File: config.mk
export PLATFORM = sky130hd
export DESIGN_NAME = jrdz_div_cell
export DESIGN_NICKNAME = d
export VERILOG_FILES = /design/src/hw/rtl/jrdz_div_cell.sv
export SDC_FILE = /design/constraint.sdc
export NUM_CORES = 1
export LEC_CHECK = 0
export BUFFER_PORTS_ARGS = -buffer_cell sky130_fd_sc_hd__buf_2
export CAP_MARGIN = 15
export CORE_MARGIN = 3
export CORE_UTILIZATION = 49
export CTS_CLUSTER_DIAMETER = 80
export CTS_CLUSTER_SIZE = 25
export DETAILED_ROUTE_END_ITERATION = 6
export GPL_ROUTABILITY_DRIVEN = 0
export PLACE_DENSITY = 0.82
export SETUP_SLACK_MARGIN = 0.3
export SYNTH_ARGS = -nofsm -noshare
export SYNTH_HDL_FRONTEND = slang
export SYNTH_SLANG_ARGS = --single-unit
File: constraint.sdc
create_clock -name clock -period 4.11 [get_ports clock]
set_input_delay 0.822 -clock clock [delete_from_list [all_inputs] [get_ports clock]]
set_output_delay 0.822 -clock clock [all_outputs]
set_load 0.005 [all_outputs]
File: src/hw/rtl/jrdz_div_cell.sv
// ----------------------------------------------------------------------------
// jrdz_div_cell
// One quotient bit of a restoring divider, for LANES numerators sharing a
// divisor. Quotient is known to fit W bits.
// ----------------------------------------------------------------------------
`default_nettype none

module jrdz_div_cell #(
   parameter int W     = 16,
   parameter int LANES = 1,
   parameter int TAG_W = 1
) (
   input  wire logic                       clock,
   input  wire logic                       reset,
   input  wire logic                       en,
   input  wire logic                       in_valid,
   input  wire logic [TAG_W-1:0]           in_tag,
   input  wire logic [W-1:0]               in_div,
   input  wire logic [LANES-1:0][W-1:0]    in_rem,
   input  wire logic [LANES-1:0][W-1:0]    in_lo,
   input  wire logic [LANES-1:0][W-1:0]    in_quot,
   output logic                            out_valid,
   output logic      [TAG_W-1:0]           out_tag,
   output logic      [W-1:0]               out_div,
   output logic      [LANES-1:0][W-1:0]    out_rem,
   output logic      [LANES-1:0][W-1:0]    out_lo,
   output logic      [LANES-1:0][W-1:0]    out_quot
);
   logic                    valid_ff;
   logic [TAG_W-1:0]        tag_ff;
   logic [W-1:0]            div_ff;
   logic [LANES-1:0][W-1:0] rem_ff, rem_in;
   logic [LANES-1:0][W-1:0] lo_ff, lo_in;
   logic [LANES-1:0][W-1:0] quot_ff, quot_in;
   logic [LANES-1:0][W:0]   shifted;
   logic [LANES-1:0]        fits;

   // Shift in the next numerator bit, subtract when the divisor fits
   always_comb begin
      for (int i = 0; i < LANES; i++) begin
         shifted[i] = {in_rem[i], in_lo[i][W-1]};
         fits[i]    = shifted[i] >= {1'b0, in_div};
         rem_in[i]  = fits[i] ? W'(shifted[i] - {1'b0, in_div}) : shifted[i][W-1:0];
         lo_in[i]   = in_lo[i] << 1;
         quot_in[i] = {in_quot[i][W-2:0], fits[i]};
      end
   end

   always_ff @(posedge clock) begin
      if (reset) begin
         valid_ff <= 1'b0;
      end else if (en) begin
         valid_ff <= in_valid;
      end
   end

   always_ff @(posedge clock) begin
      if (en) begin
         tag_ff  <= in_tag;
         div_ff  <= in_div;
         rem_ff  <= rem_in;
         lo_ff   <= lo_in;
         quot_ff <= quot_in;
      end
   end

   assign out_valid = valid_ff;
   assign out_tag   = tag_ff;
   assign out_div   = div_ff;
   assign out_rem   = rem_ff;
   assign out_lo    = lo_ff;
   assign out_quot  = quot_ff;
endmodule

`default_nettype wire

Word-level counts from Yosys, hierarchy flattened

Index checks and enable logic that the tools add are counted.

Mux-type cells: 1
$lt $le $gt $ge: 1
Add/subtract/negate cells: 1

Operators with widths:

| cell                           | number |
|---|---|
| >= comparator 17 x 16 -> 1 bit | 1 |
| 2-to-1 mux 16 bit              | 1 |
| subtractor 16 bit              | 1 |

Input bits: 69
Register bits: 65
Logic and storage cells: 9

Longest topological paths before layout

Depth in word-level cells: 2
Depth in mapped cells: 12
Gate-level depth less buffers: 9

Least setup slack after synthesis

OpenSTA, ideal clock, no wires.

Path kind: in2reg
Start point: in in_div[12]
End point: reg rem_ff (netlist bit out_rem[10]), data pin
Path slack: 1058 ps
Arrival time: 2792 ps
Stages on the path: 12
Setup time: 260 ps
Path through: inv_1 -> ha_1 -> buf_6 -> and2_4 -> buf_6 -> a221o_1 -> a21boi_4 -> and2_4 -> buf_8 -> inv_4 -> buf_12 -> mux2_4

RTL lines:

| element              | line | RTL |
|---|---|---|
| start, declared      | 18   | `input wire logic [W-1:0] in_div,` |
| end signal, assigned | 61   | `rem_ff <= rem_in;` |
| end, declared        | 32   | `logic [LANES-1:0][W-1:0] rem_ff, rem_in;` |

==> out/qor.yml <==
grt_pass1_wl_um: 11300
worst_pin_slew_ns: 0.755
netlist_instances: 222
clockBufferDepth: 2
layout-drive-gt1-share: 0.447
irDropWorstVdd_uv: 248
cp.required_ns: 4.19
cp_max_fo: 11
hold_end: "out_valid"
outcome: "finished clean"
start_util: 0.518
dp_slack_ns: 0.848
root_buffer: "clkbuf_8"
cts_tree: "built"
drtIter0Drc: 114
hold_path_class: "reg2reg"
cts.sinks: 65
dp_hpwl_um: 5620
final_cell_mix: "buf_2 (132), edfxtp_1 (64), inv_1 (19), ha_1 (16), nor2_1 (13)"
fin_skew_ns: 0
antenna_found_initial: 0
final_common_cell: "buf_2"
critical_path_class: "in2reg"
dr_total_vias: 2277
p_leak_nw: 1.89
min_path_cells: 2
timing.rr.end: "out_valid"
htreeDepth: 3
finalCritPeriodShare: 0.715
cts_setup_buffers: 0
ys_seq_area_frac: 0.615
cts-hold-fix-buffers: 0
cts-buffers-inserted: 9
grt_pass1_vias: 2209
hold_start: "out_valid"
seqCellArea_um2: 1940
ys_types: 49
end_kind: "flip-flop"
cp_data_arrival_time_ns: 3.02
die_y_um: 86.3
io_buffers: 132
synth_area_um2: 3160
synth_edf_count: 64
max_freq_mhz: 340
path_clk_slew_ns: 0.07
area_growth_pct: 29.0
design_area_um2: 4080
holdWs_ns: 0.552
min_period_ns: 2.94
tns_ns: 0
multi_input_comb_area_um2: 1070
wirelength_um: 7430
synth_nets: 308
start_kind: "input port"
hold_viol_final: 0
synth-seq-cells: 65
total_power_mw: 1.74
reg2reg_slack_ns: 3.48
globalRouteTotalUtil: 0.201
synthTopCellsByArea: "edfxtp_1 (61%), ha_1 (6.3%), mux2_4 (3.8%)"
std_cell_rows: 28
rr_startpoint: "out_valid"
final.setup.worst_slack_ns: 1.17
relSlewSlack: 0.497
firstDrtPassIters: 4
clkLatencyLatePin_ns: 0.33
grt_start_max_net_pins: 35
core_region_area_um2: 6100
vias_per_cell: 5.18
cts_resized: 0
wl_per_cell_um: 16.9
yosys.area.top_type_share: 0.609
setup_viol: 0
synth_top_area_cell: "edfxtp_1"
layout.nets: 446
rsz0062_at_grt: "false"
synthFlopType: "edfxtp_1"
die_width_um: 86.3
io_pins: 135
power.density_nw_per_um2: 427
ys_warn_count: 0
drc: 0
place_area_um2: 3850
synth-async-reset-ratio: 0
crit_slowest_cell: "a221o_1"
worst-r2r-cell-count: 2
fill_cells: 469
antenna_cells: 0
slew_violations: 0
worstPathCellList: "buf_2, inv_1, ha_1, a21oi_2, o21ai_1, a221o_1, a21boi_4, and2_4, inv_4, mux2_4"
syn_area_per_cell_um2: 14.2
cap_viol_max_count: 0
grt_overflow_total: 0
max_stage_delay_ns: 0.42
fp.dieArea_um2: 7440
ant_nets: 0
## per-stage QoR
stage,instances,util
5_1_grt,440,0.669
2_1_floorplan,222,-
3_3_place_gp,424,0.632
3_5_place_dp,424,0.632
4_1_cts,440,0.669
6_report,440,0.669
## state kept, by name, indices dropped and copies added (netlist names)
register / count
out_valid: 1
out_quot: 16
out_div: 16
out_rem: 16
out_lo: 15
out_tag: 1
## report_power, final
part	switching, mW	internal [mW]	total (mW)	leakage (nW)
clock network	0.238	0.375	0.613	0.114
registers	0.0149	0.805	0.820	0.635
logic	0.157	0.152	0.309	1.14
## layer usage
| metal | part of all wire | global-route usage |
|---|---|---|
| met3 | 0.11 | 0.0779 |
| met2 | 0.48 | 0.330 |
| met1 | 0.41 | 0.248 |
| met4 | 0.0098 | 0.0552 |
| met5 | 0 | 0 |
## worst max-delay path, delay by kind of cell
| kind | cells | cell delay (ns) |
|---|---|---|
| AO/OA/AOI/OAI | 4 | 1.02 |
| adder cells (fa/ha/maj) | 1 | 0.36 |
| buffers and inverters | 3 | 0.24 |
| multiplexers | 1 | 0.31 |
| AND/OR/NAND/NOR | 1 | 0.25 |
## kinds of logic (layout without fill, tap and decap cells)
kind of cell	count (synthesis)	count (layout)	synth area share
xor+xnor	9	9	0.0250
flops	65	65	0.615
compound gates	52	52	0.128
other cells	1	1	0.00119
mux	11	11	0.0479
buf+inv	26	169	0.0464
fa+ha+maj	17	17	0.0697
simple gates	41	41	0.0670
## Yosys cell counts (2+ instances only)
| library cell | n |
|---|---|
| o31ai_1 | 5 |
| nand2_1 | 5 |
| xnor2_1 | 5 |
| mux2_4 | 8 |
| and2_4 | 2 |
| o211a_1 | 2 |
| and3b_1 | 2 |
| and3_1 | 2 |
| inv_1 | 19 |
| edfxtp_1 | 64 |
| o21ai_0 | 9 |
| nor2_1 | 13 |
| o21a_1 | 6 |
| a21o_1 | 5 |
| nand3_1 | 7 |
| a211o_1 | 3 |
| ha_1 | 16 |
| a21oi_1 | 3 |
| buf_6 | 2 |
| o211ai_1 | 2 |
| a31oi_1 | 2 |
| nor3_1 | 3 |
| a211oi_1 | 3 |
| a21boi_0 | 3 |
| mux2i_1 | 2 |
| nand2b_1 | 2 |
| xor2_1 | 4 |
| nand4_1 | 2 |
## area by class of cell
cell class | instances | area share
Inverter | 20 | 0.0190
Multi-Input combinational cell | 131 | 0.263
Clock inverter | 3 | 0.0160
Timing Repair Buffer | 133 | 0.164
Clock buffer | 13 | 0.0390
Sequential cell | 65 | 0.477
Tap cell | 75 | 0.0230
## worst max path at each step
stage	end	depth (start not counted)	from	slack, ns
6_report	out_rem[12]	10	in_div[8]	1.17
5_1_grt	out_rem[12]	10	in_div[8]	1.07
4_1_cts	out_rem[12]	10	in_div[8]	1.21
3_5_place_dp	out_rem[5]	10	in_div[8]	0.85
3_3_place_gp	out_rem[5]	10	in_div[8]	0.84
2_1_floorplan	out_rem[10]	12	in_div[12]	1.06
No activity file was read; power rests on OpenSTA's default activity.
