File: src/hw/rtl/jrdz_sqrt_cell.sv
// ----------------------------------------------------------------------------
// jrdz_sqrt_cell
// One bit of a pipelined integer square root: tries setting root bit BIT.
// ----------------------------------------------------------------------------
`default_nettype none

module jrdz_sqrt_cell #(
   parameter int W     = 16,
   parameter int BIT   = 0,
   parameter int TAG_W = 1
) (
   input  wire logic             clock,
   input  wire logic             reset,
   input  wire logic             en,
   input  wire logic             in_valid,
   input  wire logic [TAG_W-1:0] in_tag,
   input  wire logic [2*W-1:0]   in_rem,
   input  wire logic [W-1:0]     in_root,
   output logic                  out_valid,
   output logic      [TAG_W-1:0] out_tag,
   output logic      [2*W-1:0]   out_rem,
   output logic      [W-1:0]     out_root
);
   localparam logic [2*W:0] SQ_BIT = (2*W+1)'(1) << (2*BIT);

   logic           valid_ff;
   logic [TAG_W-1:0] tag_ff;
   logic [2*W-1:0] rem_ff, rem_in;
   logic [W-1:0]   root_ff, root_in;
   logic [2*W:0]   trial;

   // trial = (2*root + 2^BIT) * 2^BIT, the growth of root^2 if this bit is set
   always_comb begin
      trial = (((2*W+1)'(in_root)) << (BIT + 1)) | SQ_BIT;
      if ({1'b0, in_rem} >= trial) begin
         rem_in  = in_rem - trial[2*W-1:0];
         root_in = in_root | (W'(1) << BIT);
      end else begin
         rem_in  = in_rem;
         root_in = in_root;
      end
   end

   always_ff @(posedge clock) begin
      if (reset) begin
         valid_ff <= 1'b0;
      end else if (en) begin
         valid_ff <= in_valid;
      end
   end

   always_ff @(posedge clock) begin
      if (en) begin
         tag_ff  <= in_tag;
         rem_ff  <= rem_in;
         root_ff <= root_in;
      end
   end

   assign out_valid = valid_ff;
   assign out_tag   = tag_ff;
   assign out_rem   = rem_ff;
   assign out_root  = root_ff;
endmodule

`default_nettype wire

File: config.mk
export PLATFORM = sky130hd
export DESIGN_NAME = jrdz_sqrt_cell
export DESIGN_NICKNAME = d
export VERILOG_FILES = /design/src/hw/rtl/jrdz_sqrt_cell.sv
export SDC_FILE = /design/constraint.sdc
export NUM_CORES = 1
export LEC_CHECK = 0
export ABC_AREA = 1
export BUFFER_PORTS_ARGS = -buffer_cell sky130_fd_sc_hd__buf_2
export CAP_MARGIN = 10
export CORE_MARGIN = 4
export CORE_UTILIZATION = 37
export CTS_CLUSTER_DIAMETER = 30
export DETAILED_ROUTE_END_ITERATION = 7
export GPL_TIMING_DRIVEN = 0
export HOLD_SLACK_MARGIN = 0.02
export MAX_ROUTING_LAYER = met4
export PLACE_DENSITY = 0.64
export SYNTH_ARGS = -nofsm -noshare
export SYNTH_HDL_FRONTEND = slang
export SYNTH_SLANG_ARGS = --single-unit
File: constraint.sdc
create_clock -name clock -period 2.8 [get_ports clock]
set_clock_uncertainty 0.1 [all_clocks]
set_input_delay 0.56 -clock clock [delete_from_list [all_inputs] [get_ports clock]]
set_output_delay 0.56 -clock clock [all_outputs]
set_load 0.02 [all_outputs]
## Word-level counts from Yosys, hierarchy flattened

Cells that the tools add are included.

- Add/sub/neg operators: 1
- $mul: 0
- Divide/modulo/power cells: 0
- $lt $le $gt $ge: 1
- Equality and inequality tests: 0
- Shift operators: 0
- Muxes and demuxes: 1
- Bitwise gates (word level): 0
- Reduce and logical (&&, ||, !) cells: 0

Operator list:

| kind | number |
|---|---|
| >= comparator 32 x 17 -> 1 bit | 1 |
| 2-to-1 mux 32 bit | 1 |
| subtractor 32 x 17 -> 32 bit | 1 |

- Register bits after elaboration: 50
- Latch bits: 0
- Memory bits (writable): 0
- ROM bits: 0
- Input port bits: 53
- Output and inout port bits: 50
- Logic and storage cells: 8
- Memories kept: 0

## Logic depth before layout (Yosys ltp)

Gate-level depths: netlist of the first run.

- Depth in word-level cells: 2
- Gate-level depth with buffers: 14
- Gate-level depth less buffers: 13

## Least setup slack after synthesis of the first run

OpenSTA, ideal clock, no wires.

- Path kind: input to register
- From: input in_root[0]
- To: register root_ff[0], in the netlist out_root[0] (data pin)
- Setup time: 0.256 ns
- Arrival time: 1.923 ns
- Data required time: 2.444 ns
- Path slack: 0.520 ns
- Stages on the path: 13
- Buffers on the path: 1
- Cells stage by stage: inv_1 fa_1 nand2_1 nand2_1 nand3_2 nand2_4 nand2_2 nand2_4 nand2_2 nand2_4 inv_8 buf_6 nand2_1

- Word-level cells in the longest chain between the ends: 1

Ends and longest elaborated chain:

| what | RTL line | RTL |
|---|---|---|
| start: declaration | 18 | `input wire logic [W-1:0] in_root,` |
| >= comparator 32 x 17 -> 1 bit | 35 | `if ({1'b0, in_rem} >= trial) begin` |
| end signal: assignment | 56 | `root_ff <= root_in;` |
| end: declaration | 29 | `logic [W-1:0] root_ff, root_in;` |

Several ways; a longest one is shown, not always the timed one.
A chain may end at the register's enable or synchronous reset.

## Final worst setup path of the first run

- From: input in_rem[2]
- To: register rem_ff[23], in the netlist out_rem[23] (data pin)

- Word-level cells in the longest chain between the ends: 2
- Elaborated cells between the ends (all ways): 3
- Classes of those cells: 1 x add/sub; 1 x order compare; 1 x mux

Ends and longest elaborated chain:

| what | RTL line | RTL |
|---|---|---|
| start: declaration | 17 | `input wire logic [2*W-1:0] in_rem,` |
| subtractor 32 x 17 -> 32 bit or >= comparator 32 x 17 -> 1 bit (tied branches) | 36, 35 |  |
| 2-to-1 mux 32 bit * | 35 |  |
| via rem_in[23] | 28 | `logic [2*W-1:0] rem_ff, rem_in;` |
| end signal: assignment | 55 | `rem_ff <= rem_in;` |
| end: declaration | 28 |  |

Mark *: on every way through the listed nets, which the timed path passes. The rest lies on a longest branch.

==> implementation parameters, run 1 <==
Parameter                              Value

Final layout
  Filler cells ... between 1000 and 1500
  Most common cell after layout, fill and taps aside ... sky130_fd_sc_hd__nand2_1
  Antenna diode count ... 0
  Fraction of layout instances using a drive strength above 1 ... 0.305
  Area growth from synthesis to layout ... 20.3%
  Most used cells in the layout excluding fill and tap cells ... sky130_fd_sc_hd__nand2_1, sky130_fd_sc_hd__buf_2, sky130_fd_sc_hd__inv_1, sky130_fd_sc_hd__edfxtp_1, sky130_fd_sc_hd__nor2_1
  Post-layout net count ... 657

Min path
  Kind of path behind the tightest hold check ... primary input to flip-flop

Route
  Avg Vias per Cell ... ~4.5
  Initial drt markers ... 99
  Post-detailed-route count of antenna-violating nets ... 0
  Via count ... about 3300
  Post-route DRC violation count ... 0
  Routed wire per std cell ... roughly 13 um
  Total detailed-routing wirelength ... 9620 um
  Total iterations of the first detailed-routing run ... 4

STA
  Final Max Slew Viols ... 0
  Summed negative setup slack over all endpoints ... 0 ps
  Hold Violations, Final ... 0
  Transition time at the pin with the least slew margin ... roughly 1100 ps
  Final-report setup violation count ... 0
  Slew margin rel. ... 0.239
  RSZ-0062 raised after global routing ... false
  Fin Hold WS ... 299 ps
  Max frequency ... ~0.43 GHz
  Final worst path period share ... 0.828
  Fin crit period ... roughly 2300 ps

Placed design
  Final HPWL DP ... roughly 8000 um
  Placer's final routability congestion estimate ... 0.894
  Port buffer count ... 102

Worst setup path
  Crit path top cell by count ... sky130_fd_sc_hd__nand2_1
  Cell type of the slowest stage on the worst timing path ... sky130_fd_sc_hd__ha_1
  Reg-to-reg setup timing slack ... around 2100 ps
  Buffer and inverter count on the worst path ... 2
  Crit end category ... flip-flop
  Max Fanout on Critical Path ... 4
  Series of cell instances along the critical path ... buf_2, ha_1, or2_2, nand3_1, nand2_1, nand2_1, nand2_1, a21oi_1, inv_1, nand2_1, nand2_1
  Critical path type ... primary input to flip-flop
  Signal arrival time at the worst endpoint ... 2300 ps
  Critical path required time ... between 2000 and 3000 ps
  Cell family contributing the most delay on the critical path ... simple AND/OR/NAND/NOR gates
  Startpoint Class ... primary input
  Critical Path Max Stage Delay ... ~340 ps

GRT
  First-pass GRT wire length ... around 16000 um
  Overall fraction of global-route tracks in use ... 0.174
  Leftover overflow at the end of global routing ... 0
  Initial antenna violation count ... 0
  Vias in the first global route ... approximately 3300
  Largest net degree at the start of global routing ... between 50 and 60

Power and ir drop
  Proportion of power drawn by flip-flops and latches ... 0.473
  Fraction of power spent switching nets ... 0.337
  Share of power burned in the clock network ... 0.213
  Cell internal pwr ... around 1.3 mW
  Power density relative to cell area ... between 400 and 500 mW/mm2
  Reported net switching power ... about 0.67 mW
  Cell leakage power ... between 2 and 2.5 nW
  Maximum VDD drop ... roughly 200 uV
  Combinational power share ... 0.314

Run status
  Outcome ... complete, no violations

Clock tree
  Number of hold-repair buffers added at the cts stage ... 0
  Post CTS Setup Buffer Count ... 0
  PostCTS Resize Cnt ... 0
  CTS Sinks ... 50
  Number of clock buffers inserted by TritonCTS ... 5
  Clock insertion delay at the later pin of the skew report ... roughly 300 ps
  CTS root buffer ... sky130_fd_sc_hd__clkbuf_8
  Level count of the clock H-tree ... 2
  Maximum clock path buffer count ... 2
  CTS tree ... built
  Clock-pin slew reported for the worst setup and hold paths after clock tree synthesis ... 100 ps

Job
  Max Cap Violations ... 0

Yosys
  Number of synthesized register bits ... 50
  Post-synthesis cell type count ... 31
  Net count of the mapped netlist ... ~550
  Yosys warns ... 0
  Post-Synthesis Cells ... between 400 and 500
  Sequential area share after synthesis ... 0.396
  Cell area after technology mapping ... approximately 0.0038 mm2
  Post-synthesis area per instance ... approximately 7.9 um2

Die
  Horizontal extent of the die ... 109 um
  Area of the die ... approximately 0.012 mm2
  Core Footprint ... 0.00982 mm2
  Row count ... 36
  Initial core utilization ... 0.383
  Floorplan die height ... ~110 um
  I/O pins ... about 100
-- worst paths after layout --
path	startpoint	to	depth (start not counted)
min reg2reg	out_valid$_SDFFE_PP0P_	out_valid$_SDFFE_PP0P_	2
max	in_rem[2]	out_rem[23]$_DFFE_PP_	11
min	reset	out_valid$_SDFFE_PP0P_	2
max reg2reg	out_valid$_SDFFE_PP0P_	out_valid$_SDFFE_PP0P_	2
-- metal layers --
metal | global-route usage | vias up | share of wire
met5 | - | - | 0
met4 | 0.0487 | 0 | 0.017
met3 | 0.0284 | 13 | 0.042
met2 | 0.284 | 79 | 0.47
met1 | 0.226 | 1455 | 0.47
li1 | - | 1723 | -
-- worst register-to-register path, delay by kind of cell (launching register included) --
kind	cells	cell delay, ps
AND/OR/NAND/NOR	1	50
multiplexers	1	130
flip-flops	1	320
-- cell usage after synthesis --
| library cell | number | area share |
|---|---|---|
| sky130_fd_sc_hd__o21ai_0 | 2 | 0.0027 |
| sky130_fd_sc_hd__xnor2_1 | 10 | 0.023 |
| sky130_fd_sc_hd__nand2_2 | 18 | 0.030 |
| sky130_fd_sc_hd__nand2_1 | 154 | 0.15 |
| sky130_fd_sc_hd__a21oi_1 | 9 | 0.012 |
| sky130_fd_sc_hd__or2_1 | 1 | 0.0017 |
| sky130_fd_sc_hd__inv_2 | 2 | 0.0020 |
| sky130_fd_sc_hd__o21ai_2 | 13 | 0.030 |
| sky130_fd_sc_hd__xor2_1 | 5 | 0.012 |
| sky130_fd_sc_hd__nor3_2 | 1 | 0.0027 |
| sky130_fd_sc_hd__buf_6 | 1 | 0.0030 |
| sky130_fd_sc_hd__inv_8 | 1 | 0.0030 |
| sky130_fd_sc_hd__nand3_1 | 29 | 0.039 |
| sky130_fd_sc_hd__inv_1 | 81 | 0.081 |
| sky130_fd_sc_hd__nand2_4 | 3 | 0.0090 |
| sky130_fd_sc_hd__fa_1 | 1 | 0.0053 |
| sky130_fd_sc_hd__nand4_1 | 4 | 0.0067 |
| sky130_fd_sc_hd__dfxtp_1 | 1 | 0.0053 |
| sky130_fd_sc_hd__nor2_2 | 1 | 0.0017 |
| sky130_fd_sc_hd__nand3_2 | 1 | 0.0027 |
| sky130_fd_sc_hd__buf_12 | 3 | 0.016 |
| sky130_fd_sc_hd__or2_2 | 2 | 0.0033 |
| sky130_fd_sc_hd__a21boi_0 | 1 | 0.0020 |
| sky130_fd_sc_hd__nor2_1 | 36 | 0.036 |
| sky130_fd_sc_hd__a21oi_2 | 17 | 0.040 |
| sky130_fd_sc_hd__ha_1 | 17 | 0.057 |
| sky130_fd_sc_hd__nor2_4 | 6 | 0.018 |
| sky130_fd_sc_hd__clkinv_2 | 1 | 0.0013 |
| sky130_fd_sc_hd__nor3_1 | 6 | 0.0080 |
| sky130_fd_sc_hd__mux2i_1 | 1 | 0.0027 |
| sky130_fd_sc_hd__edfxtp_1 | 49 | 0.39 |
-- final cells by class --
class / instances / area [um2] / share of cell area
Buffer: 4 / 71.3 / 0.0158
Clock buffer: 5 / 68.8 / 0.0152
Clock inverter: 3 / 16.3 / 0.00360
Inverter: 85 / 328 / 0.0725
Multi-Input combinational cell: 338 / 1870 / 0.414
Sequential cell: 50 / 1490 / 0.330
Tap cell: 133 / 166 / 0.0368
Timing Repair Buffer: 102 / 510 / 0.113
-- stage by stage --
step / power, mW / instance area [um2] / util / cells / setup slack [ps]
after floorplan: 1.37 / 3760 / - / 477 / 520
after global placement: 1.57 / 4440 / 0.452 / 712 / 182
after detailed placement: 1.58 / 4440 / 0.452 / 712 / 163
after CTS: 2.01 / 4520 / 0.461 / 720 / 502
after global routing: 2.10 / 4520 / 0.461 / 720 / 308
final: 1.98 / 4520 / 0.461 / 720 / 482
-- cells by family after synthesis --
kind of cell / synth area share
AND/OR/NAND/NOR: 0.312
buffers and inverters: 0.106
flip-flops: 0.396
AO/OA/AOI/OAI: 0.0865
adder cells (fa/ha/maj): 0.0619
XOR/XNOR: 0.0349
multiplexers: 0.00266
-- power by group through the flow --
stage	clock (mW)	sequential, mW	combinational, mW
detailed placement	0	0.954	0.624
global route	0.468	0.945	0.691
finish	0.422	0.937	0.621
global placement	0	0.953	0.618
CTS	0.440	0.938	0.628
floorplan	0	1.06	0.302
-- sequential cells by signal, indices dropped and copies added, names as in the netlist --
| name | cells |
|---|---|
| out_rem | 32 |
| out_root | 16 |
| out_tag | 1 |
| out_valid | 1 |
Power figures use the tool's default switching activity.
==> run 2: changes to the inputs <==
Clock period 2.8 ns to 2.4 ns, I/O delays scaled along.
==> implementation parameters, run 2 (synthesized netlist as in run 1, its figures left out) <==
Parameter                              Value

Worst setup path
  Crit end category ... flip-flop
  Launch instance of the worst register-to-register path ... out_valid$_SDFFE_PP0P_
  Last element of the critical path ... out_rem[15]$_DFFE_PP_
  R2r endpoint ... out_valid$_SDFFE_PP0P_
  Worst setup path start ... in_rem[2]
  Max Fanout on Critical Path ... 4
  Signal arrival time at the worst endpoint ... 2150 ps
  Crit path top cell by count ... sky130_fd_sc_hd__nand2_1
  Reg-to-reg setup timing slack ... 1700 ps
  Startpoint Class ... primary input
  Cell type of the slowest stage on the worst timing path ... sky130_fd_sc_hd__ha_1
  Critical path required time ... ~2400 ps
  Worst reg-to-reg path cell count ... 2
  Critical path type ... primary input to flip-flop
  Series of cell instances along the critical path ... buf_2, ha_1, or2_2, nand3_1, nand2_1, nand2_1, nand2_1, or2_2, nand3_1, nand2_1
  Critical Path Max Stage Delay ... between 300 and 400 ps

Power and ir drop
  Maximum VDD drop ... 236 uV
  Proportion of power drawn by flip-flops and latches ... 0.473
  Cell internal pwr ... between 1.5 and 2 mW
  Power density relative to cell area ... roughly 510 mW/mm2
  Fraction of power spent switching nets ... 0.337
  Cell leakage power ... ~2.2 nW
  Reported net switching power ... 0.779 mW
  Share of power burned in the clock network ... 0.213
  Combinational power share ... 0.314

Placed design
  Final HPWL DP ... between 7000 and 8000 um
  Area after detailed placement ... around 0.0044 mm2
  Port buffer count ... around 100
  Post-place setup slack ... -157 ps
  Placer's final routability congestion estimate ... 0.894

Final layout
  Finished Core Util ... 0.461
  Filler cells ... between 1000 and 1500
  Multi-input gate area in the final layout ... approximately 0.0019 mm2
  Fraction of layout instances using a drive strength above 1 ... 0.307
  Area taken by flip-flops and latches ... 0.00149 mm2
  Most common cell after layout, fill and taps aside ... sky130_fd_sc_hd__nand2_1
  Most used cells in the layout excluding fill and tap cells ... sky130_fd_sc_hd__nand2_1, sky130_fd_sc_hd__buf_2, sky130_fd_sc_hd__inv_1, sky130_fd_sc_hd__edfxtp_1, sky130_fd_sc_hd__nor2_1
  Flip-flop count of the largest register, all copies and words added ... 32
  Post-layout net count ... 657
  Area growth from synthesis to layout ... 20.4%
  Antenna diode count ... 0
  Final instance area ... ~0.0045 mm2

Die
  Floorplan die height ... 109 um
  I/O pins ... ~100
  Initial core utilization ... 0.383
  Horizontal extent of the die ... between 100 and 150 um
  Row count ... 36
  Core Footprint ... between 0.009 and 0.01 mm2
  Area of the die ... around 0.012 mm2

Clock tree
  Maximum clock path buffer count ... 2
  Clock insertion delay at the later pin of the skew report ... ~300 ps
  Clock-pin slew reported for the worst setup and hold paths after clock tree synthesis ... around 90 ps
  CTS tree ... built
  CTS root buffer ... sky130_fd_sc_hd__clkbuf_8
  Level count of the clock H-tree ... 2
  Number of clock buffers inserted by TritonCTS ... 5
  CTS Sinks ... 50
  Post CTS Setup Buffer Count ... 0

STA
  Final Max Slew Viols ... 0
  RSZ-0062 raised after global routing ... false
  Final worst path period share ... 0.909
  Setup slack of the critical path after layout ... between 200 and 250 ps
  Fin Hold WS ... approximately 220 ps
  Transition time at the pin with the least slew margin ... roughly 1100 ps
  Max frequency ... ~0.46 GHz
  Slew margin rel. ... 0.239
  Hold Violations, Final ... 0
  Final-report setup violation count ... 0
  Fin crit period ... roughly 2200 ps

GRT
  Overall fraction of global-route tracks in use ... 0.174
  Vias in the first global route ... between 3000 and 4000
  Leftover overflow at the end of global routing ... 0
  Largest net degree at the start of global routing ... 51
  First-pass GRT wire length ... about 16000 um
  Initial antenna violation count ... 0

Route
  Initial drt markers ... 94
  Total iterations of the first detailed-routing run ... 4
  Routed wire per std cell ... between 10 and 15 um
  Avg Vias per Cell ... about 4.5
  Post-route DRC violation count ... 0
  Total detailed-routing wirelength ... a little under 10000 um
  Via count ... about 3300
  Post-detailed-route count of antenna-violating nets ... 0

Min path
  Kind of path behind the tightest hold check ... primary input to flip-flop

Job
  Max Cap Violations ... 0

Run status
  Outcome ... complete, no violations
[run 2: cell count changes in the layout (fill, tap and decap cells not counted)]
cell,delta
sky130_fd_sc_hd__a21oi_1,-1
sky130_fd_sc_hd__a21oi_2,+1
[run 2: metrics by stage]
| stage | setup TNS, ps | cells | power [mW] |
|---|---|---|---|
| final | 0 | 720 | 2.31 |
| after global routing | 0 | 720 | 2.46 |
| after CTS | 0 | 720 | 2.34 |
| after detailed placement | -2360 | 712 | 1.84 |
| after global placement | -2030 | 712 | 1.83 |
| after floorplan | 0 | 477 | 1.59 |
[run 2: worst max-delay path, delay by kind of cell]
family,cells,cell delay [ps]
adders and majority gates,1,340
buffers and inverters,1,110
and+or+nand+nor,8,1220
[run 2: layer usage]
layer | routed length (um) | vias up | global-route usage
li1 | - | 1722 | -
met1 | 4510 | 1459 | 0.226
met2 | 4540 | 79 | 0.284
met3 | 404 | 13 | 0.0284
met4 | 166 | 0 | 0.0487
met5 | 0 | - | -
[run 2: what timing repair did]
item / 4_1_cts / 5_1_grt
hold endpoints to repair: 0 / 0
hold buffers: 0 / 0
endpoints found under the setup margin: 0 / 1
gates resized for setup: 0 / 1
[run 2: area by class of cell]
class,count,share of cell area
multi-input combinational,338,0.414
clock inverter,3,0.00359
sequential,50,0.329
inverter,85,0.0724
clock buffer,5,0.0152
tap,133,0.0368
timing repair buffer,102,0.113
buffer,4,0.0158
[run 2: worst min path at each step]
stage | end | start | slack [ps] | cells past startpoint
2_1_floorplan | out_valid$_SDFFE_PP0P_ | reset | 450 | 1
3_3_place_gp | out_valid$_SDFFE_PP0P_ | out_valid$_SDFFE_PP0P_ | 370 | 2
3_5_place_dp | out_valid$_SDFFE_PP0P_ | out_valid$_SDFFE_PP0P_ | 390 | 2
4_1_cts | out_valid$_SDFFE_PP0P_ | reset | 210 | 2
5_1_grt | out_valid$_SDFFE_PP0P_ | reset | 210 | 2
6_report | out_valid$_SDFFE_PP0P_ | reset | 220 | 2
[run 2: power groups by stage]
stage          combinational, mW  sequential [mW]  clock (mW)
5_1_grt                    0.807             1.10       0.545
6_report                   0.725             1.09       0.491
3_3_place_gp               0.721             1.11           0
2_1_floorplan              0.352             1.24           0
3_5_place_dp               0.728             1.11           0
4_1_cts                    0.732             1.09       0.513
